<file path="src/sv/utf8v_pkg.sv">
// Shared types and constants for the UTF-8 stream validator.
`timescale 1ns / 1ps

package utf8v_pkg;

   // Byte classes as seen by the back end
   typedef enum logic [2:0] {
      CLS_ASCII = 3'd0,
      CLS_LEAD2 = 3'd1,
      CLS_LEAD3 = 3'd2,
      CLS_LEAD4 = 3'd3,
      CLS_CONT  = 3'd4,
      CLS_BAD   = 3'd5
   } byte_class_type;

   // One classified transaction held in the queue
   typedef struct packed {
      logic           end_of_string;
      logic           has_byte;
      byte_class_type cls;
      logic [5:0]     payload;
   } utf8v_item_type;

   localparam int QueueDepth = 4;
   localparam int QueuePtrW  = $clog2(QueueDepth);
   localparam int QueueCntW  = $clog2(QueueDepth + 1);

   localparam int CpW = 21;

   localparam logic [7:0] AsciiMax   = 8'h7f;
   localparam logic [7:0] Lead2Mask  = 8'he0;
   localparam logic [7:0] Lead2Tag   = 8'hc0;
   localparam logic [7:0] Lead3Mask  = 8'hf0;
   localparam logic [7:0] Lead3Tag   = 8'he0;
   localparam logic [7:0] Lead4Mask  = 8'hf8;
   localparam logic [7:0] Lead4Tag   = 8'hf0;
   localparam logic [7:0] ContMask   = 8'hc0;
   localparam logic [7:0] ContTag    = 8'h80;
   localparam logic [7:0] PayloadMsk = 8'h3f;

   localparam logic [CpW-1:0] Min3Byte  = 21'h000800;
   localparam logic [CpW-1:0] Min4Byte  = 21'h010000;
   localparam logic [CpW-1:0] SurrLow   = 21'h00d800;
   localparam logic [CpW-1:0] SurrHigh  = 21'h00dfff;
   localparam logic [CpW-1:0] MaxCodePt = 21'h10ffff;

endpackage

</file>
<file path="src/sv/utf8_stream_validator_core.sv">
// UTF-8 stream validator: checks a byte string, one verdict per end mark.
//
// Input channel (req_*): one transaction per byte. req_has_byte marks that
// req_data_byte carries a byte; req_end_of_string closes the string, after
// the byte of the same transaction, if any, has been checked.
// Result channel (rsp_*): one transaction per end mark, rsp_string_valid is 1
// when the whole string was well-formed UTF-8. Transactions with neither a
// byte nor an end mark produce nothing.
// Throughput: one transaction per cycle while no stall holds it. The front
// end classifies the byte and writes it into a four-entry queue; the back
// end takes one entry per cycle, except that an end mark waits for room in
// the output register, and it updates the sequence state. An accepted end
// mark is queued, then popped by the back end, which registers the verdict.
// When rsp_stall is high, the verdict holds in the output register; byte
// transactions keep draining, and the queue fills until req_stall rises.
// Reset (synchronous) empties the queue, drops any pending verdict and
// starts a fresh string.
`timescale 1ns / 1ps

module utf8_stream_validator_core
   import utf8v_pkg::*;
(
   input  logic       clock,
   input  logic       reset,
   input  logic       req_valid,
   output logic       req_stall,
   input  logic [7:0] req_data_byte,
   input  logic       req_has_byte,
   input  logic       req_end_of_string,
   output logic       rsp_valid,
   input  logic       rsp_stall,
   output logic       rsp_string_valid
);

   logic           push_valid;
   logic           push_full;
   utf8v_item_type push_item;
   logic           pop_valid;
   logic           pop_take;
   utf8v_item_type pop_item;

   utf8v_front u_front (
      .req_valid         (req_valid),
      .req_stall         (req_stall),
      .req_data_byte     (req_data_byte),
      .req_has_byte      (req_has_byte),
      .req_end_of_string (req_end_of_string),
      .push_valid        (push_valid),
      .push_full         (push_full),
      .push_item         (push_item)
   );

   utf8v_queue u_queue (
      .clock      (clock),
      .reset      (reset),
      .push_valid (push_valid),
      .push_full  (push_full),
      .push_item  (push_item),
      .pop_valid  (pop_valid),
      .pop_take   (pop_take),
      .pop_item   (pop_item)
   );

   utf8v_back u_back (
      .clock            (clock),
      .reset            (reset),
      .pop_valid        (pop_valid),
      .pop_take         (pop_take),
      .pop_item         (pop_item),
      .rsp_valid        (rsp_valid),
      .rsp_stall        (rsp_stall),
      .rsp_string_valid (rsp_string_valid)
   );

endmodule

</file>
<file path="src/sv/utf8v_front.sv">
// Front end: classifies each incoming byte and pushes it into the queue.
`timescale 1ns / 1ps

module utf8v_front
   import utf8v_pkg::*;
(
   input  logic           req_valid,
   output logic           req_stall,
   input  logic [7:0]     req_data_byte,
   input  logic           req_has_byte,
   input  logic           req_end_of_string,
   output logic           push_valid,
   input  logic           push_full,
   output utf8v_item_type push_item
);

   byte_class_type cls;
   logic [7:0]     pay_mask;

   always_comb begin
      pay_mask = PayloadMsk;
      if (req_data_byte <= AsciiMax) begin
         cls = CLS_ASCII;
      end else if ((req_data_byte & ContMask) == ContTag) begin
         cls = CLS_CONT;
      end else if ((req_data_byte & Lead2Mask) == Lead2Tag) begin
         // C0 and C1 can only start overlong forms
         cls      = (req_data_byte[4:1] == 4'd0) ? CLS_BAD : CLS_LEAD2;
         pay_mask = ~Lead2Mask;
      end else if ((req_data_byte & Lead3Mask) == Lead3Tag) begin
         cls      = CLS_LEAD3;
         pay_mask = ~Lead3Mask;
      end else if ((req_data_byte & Lead4Mask) == Lead4Tag) begin
         cls      = CLS_LEAD4;
         pay_mask = ~Lead4Mask;
      end else begin
         cls = CLS_BAD;
      end
   end

   assign push_item.end_of_string = req_end_of_string;
   assign push_item.has_byte      = req_has_byte;
   assign push_item.cls           = cls;
   assign push_item.payload       = req_data_byte[5:0] & pay_mask[5:0];

   assign push_valid = req_valid;
   assign req_stall  = push_full;

endmodule

</file>
<file path="src/sv/utf8v_queue.sv">
// Short FIFO of classified transactions between front and back ends.
`timescale 1ns / 1ps

module utf8v_queue
   import utf8v_pkg::*;
(
   input  logic           clock,
   input  logic           reset,
   input  logic           push_valid,
   output logic           push_full,
   input  utf8v_item_type push_item,
   output logic           pop_valid,
   input  logic           pop_take,
   output utf8v_item_type pop_item
);

   utf8v_item_type        slot_ff [QueueDepth];
   logic [QueuePtrW-1:0]  wr_ptr_ff, wr_ptr_in;
   logic [QueuePtrW-1:0]  rd_ptr_ff, rd_ptr_in;
   logic [QueueCntW-1:0]  count_ff, count_in;
   logic                  do_push, do_pop;

   assign push_full = (count_ff == QueueCntW'(QueueDepth));
   assign pop_valid = (count_ff != '0);
   assign pop_item  = slot_ff[rd_ptr_ff];

   assign do_push = push_valid && !push_full;
   assign do_pop  = pop_valid && pop_take;

   always_comb begin
      wr_ptr_in = wr_ptr_ff;
      rd_ptr_in = rd_ptr_ff;
      count_in  = count_ff;
      if (do_push) begin
         wr_ptr_in = (wr_ptr_ff == QueuePtrW'(QueueDepth - 1)) ? '0 : wr_ptr_ff + 1'b1;
      end
      if (do_pop) begin
         rd_ptr_in = (rd_ptr_ff == QueuePtrW'(QueueDepth - 1)) ? '0 : rd_ptr_ff + 1'b1;
      end
      if (do_push && !do_pop) begin
         count_in = count_ff + 1'b1;
      end else if (!do_push && do_pop) begin
         count_in = count_ff - 1'b1;
      end
   end

   always_ff @(posedge clock) begin
      if (reset) begin
         wr_ptr_ff <= '0;
         rd_ptr_ff <= '0;
         count_ff  <= '0;
      end else begin
         wr_ptr_ff <= wr_ptr_in;
         rd_ptr_ff <= rd_ptr_in;
         count_ff  <= count_in;
      end
   end

   always_ff @(posedge clock) begin
      if (do_push) begin
         slot_ff[wr_ptr_ff] <= push_item;
      end
   end

endmodule

</file>
<file path="src/sv/utf8v_back.sv">
// Back end: sequence state, code point checks and the registered verdict.
`timescale 1ns / 1ps

module utf8v_back
   import utf8v_pkg::*;
(
   input  logic           clock,
   input  logic           reset,
   input  logic           pop_valid,
   output logic           pop_take,
   input  utf8v_item_type pop_item,
   output logic           rsp_valid,
   input  logic           rsp_stall,
   output logic           rsp_string_valid
);

   logic [1:0]     pending_ff, pending_in;
   logic [1:0]     seq_len_ff, seq_len_in;
   logic [CpW-1:0] cp_ff, cp_in;
   logic           err_ff, err_in;
   logic           rsp_valid_ff, rsp_valid_in;
   logic           verdict_ff, verdict_in;

   logic           out_free;
   logic           bad;
   logic [CpW-1:0] cp_next;
   logic [1:0]     pend_next;

   // End marks wait for room in the output register; other transactions never do
   assign out_free = !rsp_valid_ff || !rsp_stall;
   assign pop_take = pop_valid && (!pop_item.end_of_string || out_free);

   always_comb begin
      pending_in   = pending_ff;
      seq_len_in   = seq_len_ff;
      cp_in        = cp_ff;
      err_in       = err_ff;
      rsp_valid_in = rsp_valid_ff && rsp_stall;
      verdict_in   = verdict_ff;
      bad          = 1'b0;
      cp_next      = {cp_ff[CpW-7:0], pop_item.payload};
      pend_next    = pending_ff - 2'd1;

      if (pop_take && pop_item.has_byte && !err_ff) begin
         if (pending_ff == 2'd0) begin
            case (pop_item.cls)
               CLS_ASCII: begin
               end
               CLS_LEAD2: begin
                  cp_in      = CpW'(pop_item.payload);
                  pending_in = 2'd1;
                  seq_len_in = 2'd1;
               end
               CLS_LEAD3: begin
                  cp_in      = CpW'(pop_item.payload);
                  pending_in = 2'd2;
                  seq_len_in = 2'd2;
               end
               CLS_LEAD4: begin
                  cp_in      = CpW'(pop_item.payload);
                  pending_in = 2'd3;
                  seq_len_in = 2'd3;
               end
               default: bad = 1'b1;
            endcase
         end else if (pop_item.cls != CLS_CONT) begin
            bad = 1'b1;
         end else begin
            cp_in      = cp_next;
            pending_in = pend_next;
            if (pend_next == 2'd0) begin
               if ((seq_len_ff == 2'd2 && cp_next < Min3Byte) ||
                   (seq_len_ff == 2'd3 && cp_next < Min4Byte) ||
                   (cp_next >= SurrLow && cp_next <= SurrHigh) ||
                   cp_next > MaxCodePt) begin
                  bad = 1'b1;
               end else begin
                  seq_len_in = 2'd0;
                  cp_in      = '0;
               end
            end
         end
         if (bad) begin
            err_in     = 1'b1;
            pending_in = 2'd0;
            seq_len_in = 2'd0;
            cp_in      = '0;
         end
      end

      if (pop_take && pop_item.end_of_string) begin
         rsp_valid_in = 1'b1;
         verdict_in   = !err_in && (pending_in == 2'd0);
         pending_in   = 2'd0;
         seq_len_in   = 2'd0;
         cp_in        = '0;
         err_in       = 1'b0;
      end
   end

   always_ff @(posedge clock) begin
      if (reset) begin
         pending_ff   <= '0;
         seq_len_ff   <= '0;
         cp_ff        <= '0;
         err_ff       <= 1'b0;
         rsp_valid_ff <= 1'b0;
      end else begin
         pending_ff   <= pending_in;
         seq_len_ff   <= seq_len_in;
         cp_ff        <= cp_in;
         err_ff       <= err_in;
         rsp_valid_ff <= rsp_valid_in;
      end
   end

   always_ff @(posedge clock) begin
      verdict_ff <= verdict_in;
   end

   assign rsp_valid        = rsp_valid_ff;
   assign rsp_string_valid = verdict_ff;

endmodule

</file>
<file path="config.mk">
export PLATFORM = sky130hd
export DESIGN_NAME = utf8_stream_validator_core
export DESIGN_NICKNAME = d
export VERILOG_FILES = /design/src/sv/utf8v_pkg.sv /design/src/sv/utf8_stream_validator_core.sv /design/src/sv/utf8v_front.sv /design/src/sv/utf8v_queue.sv /design/src/sv/utf8v_back.sv
export SDC_FILE = /design/constraint.sdc
export NUM_CORES = 1
export LEC_CHECK = 0
export BUFFER_PORTS_ARGS = -buffer_cell sky130_fd_sc_hd__buf_4
export CORE_ASPECT_RATIO = 1.25
export CORE_MARGIN = 4
export CORE_UTILIZATION = 50
export DETAILED_ROUTE_END_ITERATION = 12
export HOLD_SLACK_MARGIN = 0.12
export PLACE_DENSITY_LB_ADDON = 0.1
export SLEW_MARGIN = 5
export SYNTH_ARGS = -nofsm -noshare
export SYNTH_HDL_FRONTEND = slang
export SYNTH_SLANG_ARGS = --single-unit
</file>
<file path="constraint.sdc">
create_clock -name clock -period 2.3 [get_ports clock]
set_input_delay 0.23 -clock clock [delete_from_list [all_inputs] [get_ports clock]]
set_output_delay 0.23 -clock clock [all_outputs]
set_load 0.01 [all_outputs]
</file>
---- Yosys cells after proc, flatten, opt, wreduce, memory -nomap -nowiden ----
Memory sizes are Yosys's and may differ from the RTL's. A register that Yosys moved wholly into a read port is not among the register bits.
Cells that the tools add are included.
operators by class
  $add $sub $neg .......................... 5
  multipliers ............................. 0
  divide/modulo/power cells ............... 0
  order comparisons ....................... 6
  equality and inequality tests ........... 17
  shifts and indexed selects .............. 0
  muxes and demuxes ....................... 45
  bitwise logic cells ..................... 1
  reduce and logical (&&, ||, !) cells .... 39
operators with widths
  cell                                                                                count
  15-bit 2-to-1 mux                                                                   6
  6-bit 2-to-1 mux                                                                    5
  2-bit 2-to-1 mux                                                                    13
  3-bit 2-to-1 mux                                                                    8
  21-bit by 16-bit >= comparator with 1-bit output, second input constant             1
  21-bit greater-than comparator, second input constant                               1
  21-bit by 16-bit less-or-equal comparator with 1-bit output, second input constant  1
  21-bit by 12-bit < comparator with 1-bit output, second input constant              1
  21-bit by 17-bit < comparator with 1-bit output, second input constant              1
  1-bit logical AND                                                                   13
  2-bit case mux with 3 select lines                                                  2
  1-bit 2-to-1 mux                                                                    11
  2-bit == test, second input constant                                                5
  8-bit by 7-bit less-or-equal comparator with 1-bit output, second input constant    1
  1-bit zero test                                                                     8
  6-bit bitwise AND                                                                   1
  3-bit by 2-bit == test with 1-bit output, second input constant                     2
  3-bit == test, second input constant                                                2
  2-bit zero test                                                                     3
  3-bit by 2-bit inequality test with 1-bit output, second input constant             2
  3-bit inequality test, second input constant                                        2
  3-bit nonzero test                                                                  2
  5-bit == test, second input constant                                                1
  1-bit logical OR                                                                    5
  15 further kinds                                                                    16
word-level totals
  register bits ........................... 29
  bits in latches ......................... 0
  RAM bits ................................ 44
  ROM bits ................................ 0
  input port bits ......................... 14
  logic and storage cells ................. 123
  memories ................................ 1
memories
  name             words  bits a word  read ports  clocked after memory_dff  write ports  line               source
  u_queue.slot_ff  4      11           1           1                         1            utf8v_queue.sv:17  utf8v_item_type slot_ff [QueueDepth];

---- Depth between registers and ports, before layout ----
Gate-level depths: netlist (run 1).
  word-level depth ........................ 14
  gate-level depth with buffers ........... 11
  depth with buffers taken out ............ 10

---- By module ----
A second synthesis (run 1) with hierarchy kept.
unflattened totals
  cell total of the unflattened synthesis .. 245
  area total of the unflattened synthesis .. 3331.9 sq um
by module, submodules not included
  module       instances  cells each  area each (sq um)  sequential area each (sq um)
  utf8v_queue  1          107         2075.7             1501.4
  utf8v_back   1          118         1108.6             450.4
  utf8v_front  1          20          147.6              0.0

---- Worst setup path after synthesis (run 1) ----
Ideal clock, no wire load.
  kind .................................... reg2reg
  start point ............................. register (tool-made name)
  end point ............................... register u_queue.count_ff[2]
  setup time .............................. 0.070 ns
  arrival ................................. 2.251 ns
  required time ........................... 2.230 ns
  setup slack ............................. -0.022 ns
  stages on the path, launching flop included .. 12
  path buffers ............................ 1
  period minus slack after synthesis ...... 2.322 ns
  path through ............................ dfxtp_1 > buf_2 > mux2_4 > nor3b_1 > nor2_1 > inv_1 > ha_1 > inv_1 > fa_1 > xor2_1 > or3_1 > a21oi_1
RTL lines
  item                    line               source
  end signal: assignment  utf8v_queue.sv:55  count_ff <= count_in;
  end: declaration        utf8v_queue.sv:20  logic [QueueCntW-1:0] count_ff, count_in;

---- Worst setup path after layout (run 1) ----
  start point ............................. register u_queue.count_ff[2]
  end point ............................... register u_queue.count_ff[2]
on the way
  cells in the longest elaborated chain, start to end .. 6
ends and longest elaborated chain
  item
  branches (longest 6 deep; another with 3-bit by 1-bit subtractor with 3-bit output)
Parallel ways; which one is timed is not known. The select of a mux whose other input is x is not followed.
A chain may end at the register's enable or synchronous reset.

==> impl_results.md, run 1 <==
* Async set-reset flop share out of synthesis at 0
* HP Class: primary input to register
* Logic pwr share at 0.377
* Clock network power share at 0.221
* Ys flop type: edfxtp_1
* First-pass GRT wire length at approximately 9700 um
* Synthesis-to-finish area growth at 17.70%
* Slew Viols, Final at 0
* Tmin final at 2.267 ns
* CP Data Arrival Time at 2.54 ns
* CP Launch Type: register
* Die X at 80.60 um
* Post-synthesis sequential area ratio at 0.5925
* Internal at 2850 uW
* Fillcell total at 513
* Share of total power in sequential cells at 0.402
* Rows at 32
* Cell family with most CP delay: simple AND/OR/NAND/NOR gates
* DR iter-0 viols at 85
* GRT Util Overall at 0.1636
* Setup CP Type: register to register
* Setup violations, final at 0
* Core area at between 6000 and 7000 um2
* Critical path peak fanout at 4
* Wire per inst at approximately 15 um
* Grt total ovfl at 0
* Ant diodes at 0
* Global placer's final weighted congestion at 0.7906
* PwrDens at about 1100 nW/um2
* Die area at ~8000 um2
* Buf/Inv on CP at 2
* Most frequent cells after synthesis: edfxtp_1, dfxtp_1, nand2_1
* Clock Skews at 0.009809 ns
* Half-perimeter wire length after detailed placement at 4182 um
* Drt total wl at 5839 um
* Vias in the first global route at 2,003
* Clk buf depth at 2
* Post-synthesis register bit count at 75
* Most frequent cell after synthesis: edfxtp_1
* Placed Cells at 356
* # Max-Cap Violations at 0
* Slew margin rel. at 0.6096
* Area leader, netlist: edfxtp_1
* Core Util, Final at 0.6168
* Clk_lat worst skew at 0.34 ns
* Critical Path Sink Type: register
* Max Freq at 0.4412 GHz
* Initial antenna violation count at 0
* CTS tree: built
* Syn Inst Count at 251
* Final non-filler cell total at 380
* IO Port Bufs at 16
* EDFF count, synth at 45
* Drt pass-1 iters at 4
* # DRC at 0
* Delay of the slowest critical-path stage at 0.40 ns
* Leakage power at 0.001394 uW
* Fin. Hold Viols at 0
* Top cell type's share of synthesized area at 0.4102
* Synth unique cells at between 50 and 60
* Least-Margin Pin Slew at 0.5857 ns
* Peak supply drop at 517.8 uV
* Slowest CP cell: or3_4
* Initial Utilization at 0.5241
* Sw frac at 0.3464
* Avg Vias per Cell at 5.416
* Num CTS Buffers at 9
* Syn Nets at 274
* Critical-path cell list: or3_4 > o21ai_2 > nor2_1 > inv_1 > ha_2 > inv_1 > fa_1 > xor2_1 > or3_1 > a21oi_2
* H-tree depth at 3
* Outcome: finished clean
* Clock transition at path regs at 0.09 ns
* Layout cells sized above 1 at 0.2712
* Final #Nets at 313
* Post-Syn Area at 3294 um2
* Area post-placement at 3561 um2
* Final Cell Area at 3877 um2
* CTS sink cnt at 75
* Final period util at 0.9855
* Pin count of the biggest net entering global routing at 17
* RSZ-0062 raised after global routing: true
* Critical Path RT at 2.58 ns
* DIE HEIGHT at 98.76 um
* Switching power at 1510 uW
* Top cells by area in the synthesized netlist: edfxtp_1, dfxtp_1, mux4_2
* Via Count at 2,058
* Post-route ant nets at 0
* CTS root buffer: clkbuf_8
* Total power at 4360 uW
* Ys Warns at 0
* I/O pin cnt at 17
* Synth Area per Inst at 13.13 um2
* Most used cell along the critical path: inv_1
-- timing repair --
action                     CTS  global route
hold endpoints to repair    26             0
hold buffers                 7             0
gates resized for setup      2            12
setup endpoints to repair    1            17
setup buffers                0             1
pin swaps                    0             2
-- worst min-delay path, cell delays in order --
cell and delay [ns]:
buf_4 0.08, nand2_1 0.10, a21oi_1 0.13
-- path summary, 6_finish.rpt --
path / depth (start not counted) / endpoint / start / slack (ns)
max: 10 / u_queue.count_ff[2] / u_queue.count_ff[2] / 0.03
min: 3 / u_back.rsp_valid / rsp_stall / 0.24
max reg2reg: 10 / u_queue.count_ff[2] / u_queue.count_ff[2] / 0.03
min reg2reg: 2 / u_back.cp_ff[10] / u_back.cp_ff[10] / 0.46
-- per-stage QoR --
| step | hold slack, ns | setup slack (ns) | setup TNS [ns] |
|---|---|---|---|
| 4_1_cts | 0.1965 | 0.007236 | 0 |
| 3_5_place_dp | 0.4342 | 0.006545 | 0 |
| 3_3_place_gp | 0.4316 | 0.08247 | 0 |
| 5_1_grt | 0.2214 | -0.06696 | -0.07776 |
| 6_report | 0.2375 | 0.03339 | 0 |
| 2_1_floorplan | 0.3289 | 0.06715 | 0 |
-- flip-flops by register name, summed over array words and instances (netlist names), named ones only --
name	count
u_queue.rd_ptr_ff	2
u_back.seq_len_ff	2
u_back.rsp_valid	1
u_queue.count_ff	3
u_back.pending_ff	2
u_back.rsp_string_valid	1
u_back.err_ff	1
u_back.cp_ff	15
u_queue.wr_ptr_ff	2
u_queue.slot_ff	44
-- power groups by stage --
stage	registers, uW	clock network (uW)	logic [uW]
2_1_floorplan	1740	0	1210
6_report	1750	963	1650
4_1_cts	1740	993	1590
3_5_place_dp	1770	0	1560
3_3_place_gp	1770	0	1560
5_1_grt	1780	1070	1830
-- layout by cell type (no fill, tap or decap), drive strengths merged, types with 7 or more instances in the layout --
cell / netlist / routed
mux4: 9 / 9
dfxtp: 30 / 30
nor2: 16 / 16
ha: 8 / 8
a21oi: 16 / 16
and2: 8 / 8
buf: 8 / 33
edfxtp: 45 / 45
o21ai: 7 / 7
inv: 10 / 15
dlygate4sd3: 0 / 7
clkbuf: 4 / 9
nand3: 9 / 9
nand2: 19 / 19
-- cell type report --
class                   instances  area (um2)  area share
inverters                      10       37.54    0.009681
clock inverters                 7       67.56     0.01742
well taps                      85       106.4     0.02743
multi-input cells             154        1269      0.3272
repair buffers                 40       317.8     0.08196
clock buffers                   9       123.9     0.03195
flip-flops and latches         75        1956      0.5044
-- per-layer routing --
layer  GRT usage  share of wire  up-vias
met5           0              0        -
met4     0.08192          0.024        0
met2      0.2519           0.49       33
met3     0.03656          0.026       11
met1      0.2170           0.46      989
li1            -              -     1025
-- kinds of logic after synthesis --
kind of cell	count (synthesis)	share of synthesized area
buf+inv	22	0.03722
simple gates	84	0.1466
fa+ha+maj	9	0.03646
mux	18	0.09115
compound gates	41	0.09078
flops	75	0.5925
xor+xnor	2	0.005318
Power figures use the tool's default switching activity.
==> run 2: changes to the inputs <==
BUFFER_PORTS_ARGS = -buffer_cell sky130_fd_sc_hd__buf_2   (was -buffer_cell sky130_fd_sc_hd__buf_4)
clock period = 1.95 ns   (was 2.3 ns; I/O delays follow)
==> run 2 against run 1 <==
  * The run now ends with setup timing left
  * Clock power is 16% higher
  * Critical path depth stayed put
  * Flip-flop and latch count stayed put
  * Critical endpoint unchanged
  * Largest cell class unchanged
  * Highest routed layer unchanged
==> impl_results.md, run 2 (synthesis gave the netlist of run 1 again) <==
* Final WS setup at -0.1593 ns (-0.1927 ns)
* # DRC at 0 (unchanged)
* Min Hold Slack at 0.1409 ns (-0.09666 ns)
* Critical path peak fanout at 3 (-1)
* Clock network power share at 0.180 (-0.041)
* CP Launch Type: register
* Slew Viols, Final at 0 (unchanged)
* CTS tree: built
* Internal at 4028 uW (+41%)
* Outcome: finished, violations left
* Half-perimeter wire length after detailed placement at 4340 um (+3.8%)
* R2R Setup Slk at -0.16 ns (-0.19 ns)
* Sw frac at 0.3521 (+0.005769)
* Grt total ovfl at 0 (unchanged)
* Die area at 7960 um2 (unchanged)
* Tmin final at 2.109 ns (-0.1573 ns)
* Global placer's final weighted congestion at 0.7769 (-1.7%)
* First-pass GRT wire length at 10,650 um (+9.4%)
* Vias in the first global route at 2,195 (+9.6%)
* Delay of the slowest critical-path stage at 0.37 ns (-0.03 ns)
* DIE HEIGHT at 98.76 um (unchanged)
* Clk buf depth at 2 (unchanged)
* Most used cell along the critical path: inv_2
* Rows at 32 (unchanged)
* Pre-CTS setup slack at -0.2262 ns (-0.2327 ns)
* Layout cells sized above 1 at 0.4834 (+0.2122)
* IO Port Bufs at 16 (unchanged)
* Clock Skews at 0.006660 ns (-0.003150 ns)
* Final period util at 1.082 (+0.09619)
* Avg Vias per Cell at 5.370 (-0.84%)
* Core area at 6286 um2 (unchanged)
* Setup violations, final at 19 (+19)
* Logic pwr share at 0.485 (+0.108)
* # Max-Cap Violations at 0 (unchanged)
* Initial Utilization at 0.5241 (unchanged)
* Slowest CP cell: dfxtp_4
* Biggest register: u_queue.slot_ff
* CTS sink cnt at 75 (unchanged)
* Post-route ant nets at 0 (unchanged)
* HP Class: primary input to register
* Max Freq at 0.4741 GHz (+7.5%)
* Num CTS Buffers at 9 (unchanged)
* Share of total power in sequential cells at 0.334 (-0.068)
* Drt pass-1 iters at 4 (unchanged)
* Fin. Hold Viols at 0 (unchanged)
* Pin count of the biggest net entering global routing at 16 (-1)
* Clock transition at path regs at 0.08 ns (about the same)
* CP Data Arrival Time at 2.40 ns (-0.14 ns)
* Fillcell total at 448 (-13%)
* H-tree depth at 3 (unchanged)
* I/O pin cnt at 17 (unchanged)
* Max reg flops at 44 (unchanged)
* Peak supply drop at 685.2 uV (+32%)
* Setup CP Type: register to register
* Critical-path cell list: mux2_4 > nor3b_4 > nor2_2 > inv_2 > ha_4 > inv_2 > fa_2 > xor2_1 > or3_1 > a21oi_1
* Synthesis-to-finish area growth at 33.46%
* RSZ-0062 raised after global routing: true
* Most frequent cells in the layout: edfxtp_1, buf_4, dfxtp_1
* Failing checks: setup timing
* Wire per inst at 16.64 um (+8.3%)
* Final #Nets at 349 (+12%)
* Slew margin rel. at 0.7459 (+0.1363)
* Ant diodes at 0 (unchanged)
* Critical Path Sink Type: register
* Clk_lat worst skew at 0.36 ns (+0.02 ns)
* Leakage power at 0.001597 uW (+15%)
* Critical Path RT at 2.24 ns (-0.34 ns)
* Cell family with most CP delay: simple AND/OR/NAND/NOR gates
* Top flop regs: u_queue.slot_ff: 44 flops, u_back.cp_ff: 15 flops, u_queue.count_ff: 3 flops
* Least-Margin Pin Slew at 0.3778 ns (-0.2079 ns)
* PwrDens at 1414 nW/um2 (+26%)
* Setup TNS at -1.606 ns (-1.606 ns)
* Switching power at 2189 uW (+45%)
* CTS root buffer: clkbuf_8
* Drt total wl at 6922 um (+19%)
* Die X at 80.60 um (unchanged)
* DR iter-0 viols at 84 (-1.2%)
* GRT Util Overall at 0.1757 (+0.01208)
* Commonest non-fill, non-tap cell in the layout: edfxtp_1
* Via Count at 2,234 (+8.6%)
* Initial antenna violation count at 0 (unchanged)
* Buf/Inv on CP at 2 (unchanged)
[run 2: power groups by stage]
| stage | combinational (uW) | sequential [uW] | clock [uW] |
|---|---|---|---|
| 4_1_cts | 2350 | 2060 | 1140 |
| 2_1_floorplan | 1510 | 2060 | 0 |
| 6_report | 3020 | 2080 | 1120 |
| 3_3_place_gp | 2180 | 2070 | 0 |
| 5_1_grt | 3260 | 2100 | 1220 |
| 3_5_place_dp | 2190 | 2080 | 0 |
[run 2: through the flow]
step | total power (uW) | cell area (um2) | std cells | util
2_1_floorplan | 3568 | 3337 | 251 | -
3_3_place_gp | 4255 | 3726 | 378 | 0.5928
3_5_place_dp | 4271 | 3726 | 378 | 0.5928
4_1_cts | 5553 | 4054 | 404 | 0.6449
5_1_grt | 6591 | 4397 | 416 | 0.6994
6_report | 6217 | 4397 | 416 | 0.6994
[run 2: worst paths after layout]
check | from | cells after the start | end
max | register | 10 | u_queue.count_ff[2]
min | reset | 2 | u_back.rsp_valid
max reg2reg | register | 10 | u_queue.count_ff[2]
min reg2reg | u_back.cp_ff[0] | 2 | u_back.cp_ff[6]
[run 2: area by class of cell]
type | count | area, um2 | area share
repair buffers | 75 | 586.8 | 0.1335
clock inverters | 7 | 60.06 | 0.01366
inverters | 10 | 37.54 | 0.008537
flip-flops and latches | 75 | 1961 | 0.4459
multi-input cells | 155 | 1521 | 0.3460
well taps | 85 | 106.4 | 0.02419
clock buffers | 9 | 123.9 | 0.02817
[run 2: repair_timing]
item	4_1_cts	5_1_grt
resized for setup	18	59
cloned	0	2
hold endpoints to repair	24	0
endpoints found under the setup margin	23	27
buffers inserted	5	10
hold buffers	6	0
pin swaps	6	32
[run 2: per-layer routing]
layer	wire length, um	track usage	share of wire
met1	2976	0.2244	0.43
met2	3605	0.2927	0.52
met3	194	0.03291	0.028
met4	146	0.07022	0.021
met5	0	0	0
==> run 3: changes to the inputs <==
ABC_AREA = 1   (was default)
==> run 3 against run 2 <==
  * The flow now finishes without violations
  * Utilization is 11 points lower
  * Sequential share of layout area is 3.0 points higher
  * Setup slack better by 0.26 ns
  * Wire length is 5.6% lower
  * Via count is 12% higher
  * Global-route usage is 1.3 points lower
  * Combinational power is 21% lower
  * Flip-flop and latch count stayed put
  * Clock skew is 0.0011 ns higher
  * Synthesized cell count is 47% higher
==> impl_results.md, run 3 <==
* Ys flop type: edfxtp_1
* Num CTS Buffers at 9 (unchanged)
* Clk buf depth at 2 (unchanged)
* Layout cells sized above 1 at 0.2360 (-0.2474)
* Final non-filler cell total at 501 (+20%)
* Top cells by area in the synthesized netlist: edfxtp_1, dfxtp_1, nand2_1
* Simple-gate share of the synthesized area at 0.2409 (+0.09431)
* Area post-placement at 3787 um2 (+1.6%)
* Critical Path RT at 2.25 ns (about the same)
* Setup TNS at 0 ns (+1.606 ns)
* Biggest register: u_queue.slot_ff
* Grt total ovfl at 0 (unchanged)
* Outcome: finished clean
* Setup CP Type: primary input to register
* Adder-Cell Fraction of Synth Area at 0.03357 (-0.002894)
* H-tree depth at 3 (unchanged)
* # DRC at 0 (unchanged)
* # Max-Cap Violations at 0 (unchanged)
* Fillcell total at 635 (+42%)
* Synth unique cells at 38 (-31%)
* CTS tree: built
* Synth Area per Inst at 9.671 um2 (-26%)
* Critical Path Sink Type: register
* FF-to-FF End: u_queue.count_ff[2]
* Wire per inst at 13.04 um (-22%)
* Peak supply drop at 886.0 uV (+29%)
* Async set-reset flop share out of synthesis at 0 (unchanged)
* Initial antenna violation count at 0 (unchanged)
* Die area at 8583 um2 (+7.8%)
* Core Util, Final at 0.5882 (-0.1112)
* Most frequent cells after synthesis: nand2_1, edfxtp_1, nor2_1
* Setup violations, final at 0 (-19)
* First-pass GRT wire length at 10,930 um (+2.7%)
* GRT Util Overall at 0.1629 (-0.01280)
* RSZ-0062 raised after global routing: false
* Max Freq at 0.5411 GHz (+14%)
* Vias in the first global route at 2,345 (+6.8%)
* CP Launch Type: primary input
* Tmin final at 1.848 ns (-0.2612 ns)
* Slew Viols, Final at 0 (unchanged)
* Critical-path cell list: dlygate4sd3_1 > buf_2 > nand2_1 > inv_2 > nand3_4 > nand2_4 > ha_1 > inv_2 > fa_2 > a21oi_1 > o21ai_1 > a21oi_1 > o21a_1
* Core area at 6977 um2 (+11%)
* Leakage power at 0.001545 uW (-3.2%)
* IO Port Bufs at 16 (unchanged)
* Clock transition at path regs at 0.08 ns (about the same)
* CTS sink cnt at 75 (unchanged)
* Hold-critical path endpoint: u_queue.count_ff[1]
* CTS root buffer: clkbuf_8
* Top flop regs: u_queue.slot_ff: 44 flops, u_back.cp_ff: 15 flops, u_queue.count_ff: 3 flops
* Rows at 34 (+6.3%)
* Drt total wl at 6535 um (-5.6%)
* Post-route ant nets at 0 (unchanged)
* Pin count of the biggest net entering global routing at 21 (+5)
* I/O pin cnt at 17 (unchanged)
* Avg Vias per Cell at 4.988 (-7.1%)
* Final #Nets at 429 (+23%)
* Post-Syn Area at 3578 um2 (+8.6%)
* Syn Inst Count at 370 (+47%)
* DR iter-0 viols at 106 (+26%)
* EDFF count, synth at 45 (unchanged)
* Least-Margin Pin Slew at 0.6655 ns (+0.2876 ns)
* Final Cell Area at 4104 um2 (-6.7%)
* Area leader, netlist: edfxtp_1
* Post-synthesis register bit count at 75 (unchanged)
* Max reg flops at 44 (unchanged)
* HP Class: primary input to register
* Worst hold stages at 2 (unchanged)
* Critical path peak fanout at 3 (unchanged)
* Worst hold start: reset
* PwrDens at 1411 nW/um2 (-0.21%)
* Compound-Gate Fraction of Synth Area at 0.1115 (+0.02077)
* Post-synthesis sequential area ratio at 0.5455 (-0.04703)
* Multiplexer share of the synthesized area at 0 (-0.09115)
* Pre-CTS setup slack at 0.07898 ns (+0.3051 ns)
* Final WS setup at 0.1019 ns (+0.2612 ns)
* Slowest CP cell: dlygate4sd3_1
* Ant diodes at 0 (unchanged)
* Most frequent cells in the layout: nand2_1, edfxtp_1, nor2_1
* Slew margin rel. at 0.5537 (-0.1922)
* Initial Utilization at 0.5129 (-0.01117)
* Half-perimeter wire length after detailed placement at 4464 um (+2.9%)
* Drt pass-1 iters at 4 (unchanged)
* Top cell type's share of synthesized area at 0.3776 (-0.03256)
* Die X at 83.67 um (+3.8%)
* Most frequent cell after synthesis: nand2_1
* Fin. Hold Viols at 0 (unchanged)
* Commonest non-fill, non-tap cell in the layout: nand2_1
* Synthesis-to-finish area growth at 14.69%
* Final period util at 0.9477 (-0.1339)
* Main combinational cell family by area after synthesis: simple AND/OR/NAND/NOR gates
* CP Data Arrival Time at 2.14 ns (-0.26 ns)
* Via Count at 2,499 (+12%)
* R2R cell count at 12 (+2)
* Global placer's final weighted congestion at 0.7619 (-1.9%)
* Ys Warns at 0 (unchanged)
* Syn Nets at 393 (+43%)
* DIE HEIGHT at 102.6 um (+3.9%)
* Placed Cells at 478 (+26%)
* Xor/xnor share of the synthesized area at 0.002448 (-0.002870)
* R2R Setup Slk at 0.14 ns (+0.30 ns)
* Delay of the slowest critical-path stage at 0.52 ns (+0.15 ns)
* Clk_lat worst skew at 0.35 ns (about the same)
* Clock Skews at 0.007800 ns (+0.001140 ns)
-- run 3: critical path: cells and delay by family --
family | cells | cell delay, ns
buf+inv | 4 | 0.73
fa+ha+maj | 2 | 0.48
simple gates | 3 | 0.22
compound gates | 4 | 0.51
-- run 3: layout make-up --
type                    instances  area [um2]  area share
repair buffers                 38       270.3     0.06585
inverters                      36       140.1     0.03415
clock buffers                  11       141.4     0.03445
flip-flops and latches         75        1953      0.4759
clock inverters                 5       86.33     0.02104
well taps                      90       112.6     0.02744
multi-input cells             246        1400      0.3412
-- run 3: layer usage --
metal,vias to the layer above,track usage,share of wire
met5,-,0,0
met4,0,0.04827,0.017
met3,12,0.04796,0.036
met2,34,0.2762,0.48
met1,1140,0.2040,0.47
li1,1313,-,-
-- run 3: worst max-delay path by stage --
stage	from	to	cells past startpoint
after floorplan	register	u_queue.count_ff[2]	12
after global placement	register	u_queue.count_ff[2]	11
after detailed placement	register	u_queue.count_ff[2]	11
after CTS	rsp_stall	u_queue.count_ff[2]	13
after global routing	rsp_stall	u_queue.count_ff[2]	13
final	rsp_stall	u_queue.count_ff[2]	13
-- run 3: timing repair --
| action | in CTS | in global routing |
|---|---|---|
| endpoints found under the hold margin | 25 | 0 |
| endpoints found under the setup margin | 0 | 19 |
| hold buffers | 7 | 0 |
| buffers inserted | 0 | 0 |
| gates resized for setup | 0 | 9 |
-- run 3: logic make-up after synthesis --
logic type / count (synthesis)
simple gates: 178
xor+xnor: 1
compound gates: 58
flops: 75
buf+inv: 49
fa+ha+maj: 9
-- run 3: power by group --
part | switching, uW | internal [uW] | leakage [uW] | total (uW)
Clock | 575 | 765 | 0.000114 | 1340
Sequential | 121 | 1950 | 0.000659 | 2070
Combinational | 1530 | 853 | 0.000772 | 2380
Total | 2220 | 3570 | 0.00155 | 5790
-- run 3: metrics by stage --
step | hold WS [ns] | power [uW]
floorplan | 0.2939 | 3982
global placement | 0.4100 | 4401
detailed placement | 0.4125 | 4434
CTS | 0.1445 | 5795
global route | 0.1469 | 6235
finish | 0.1461 | 5791
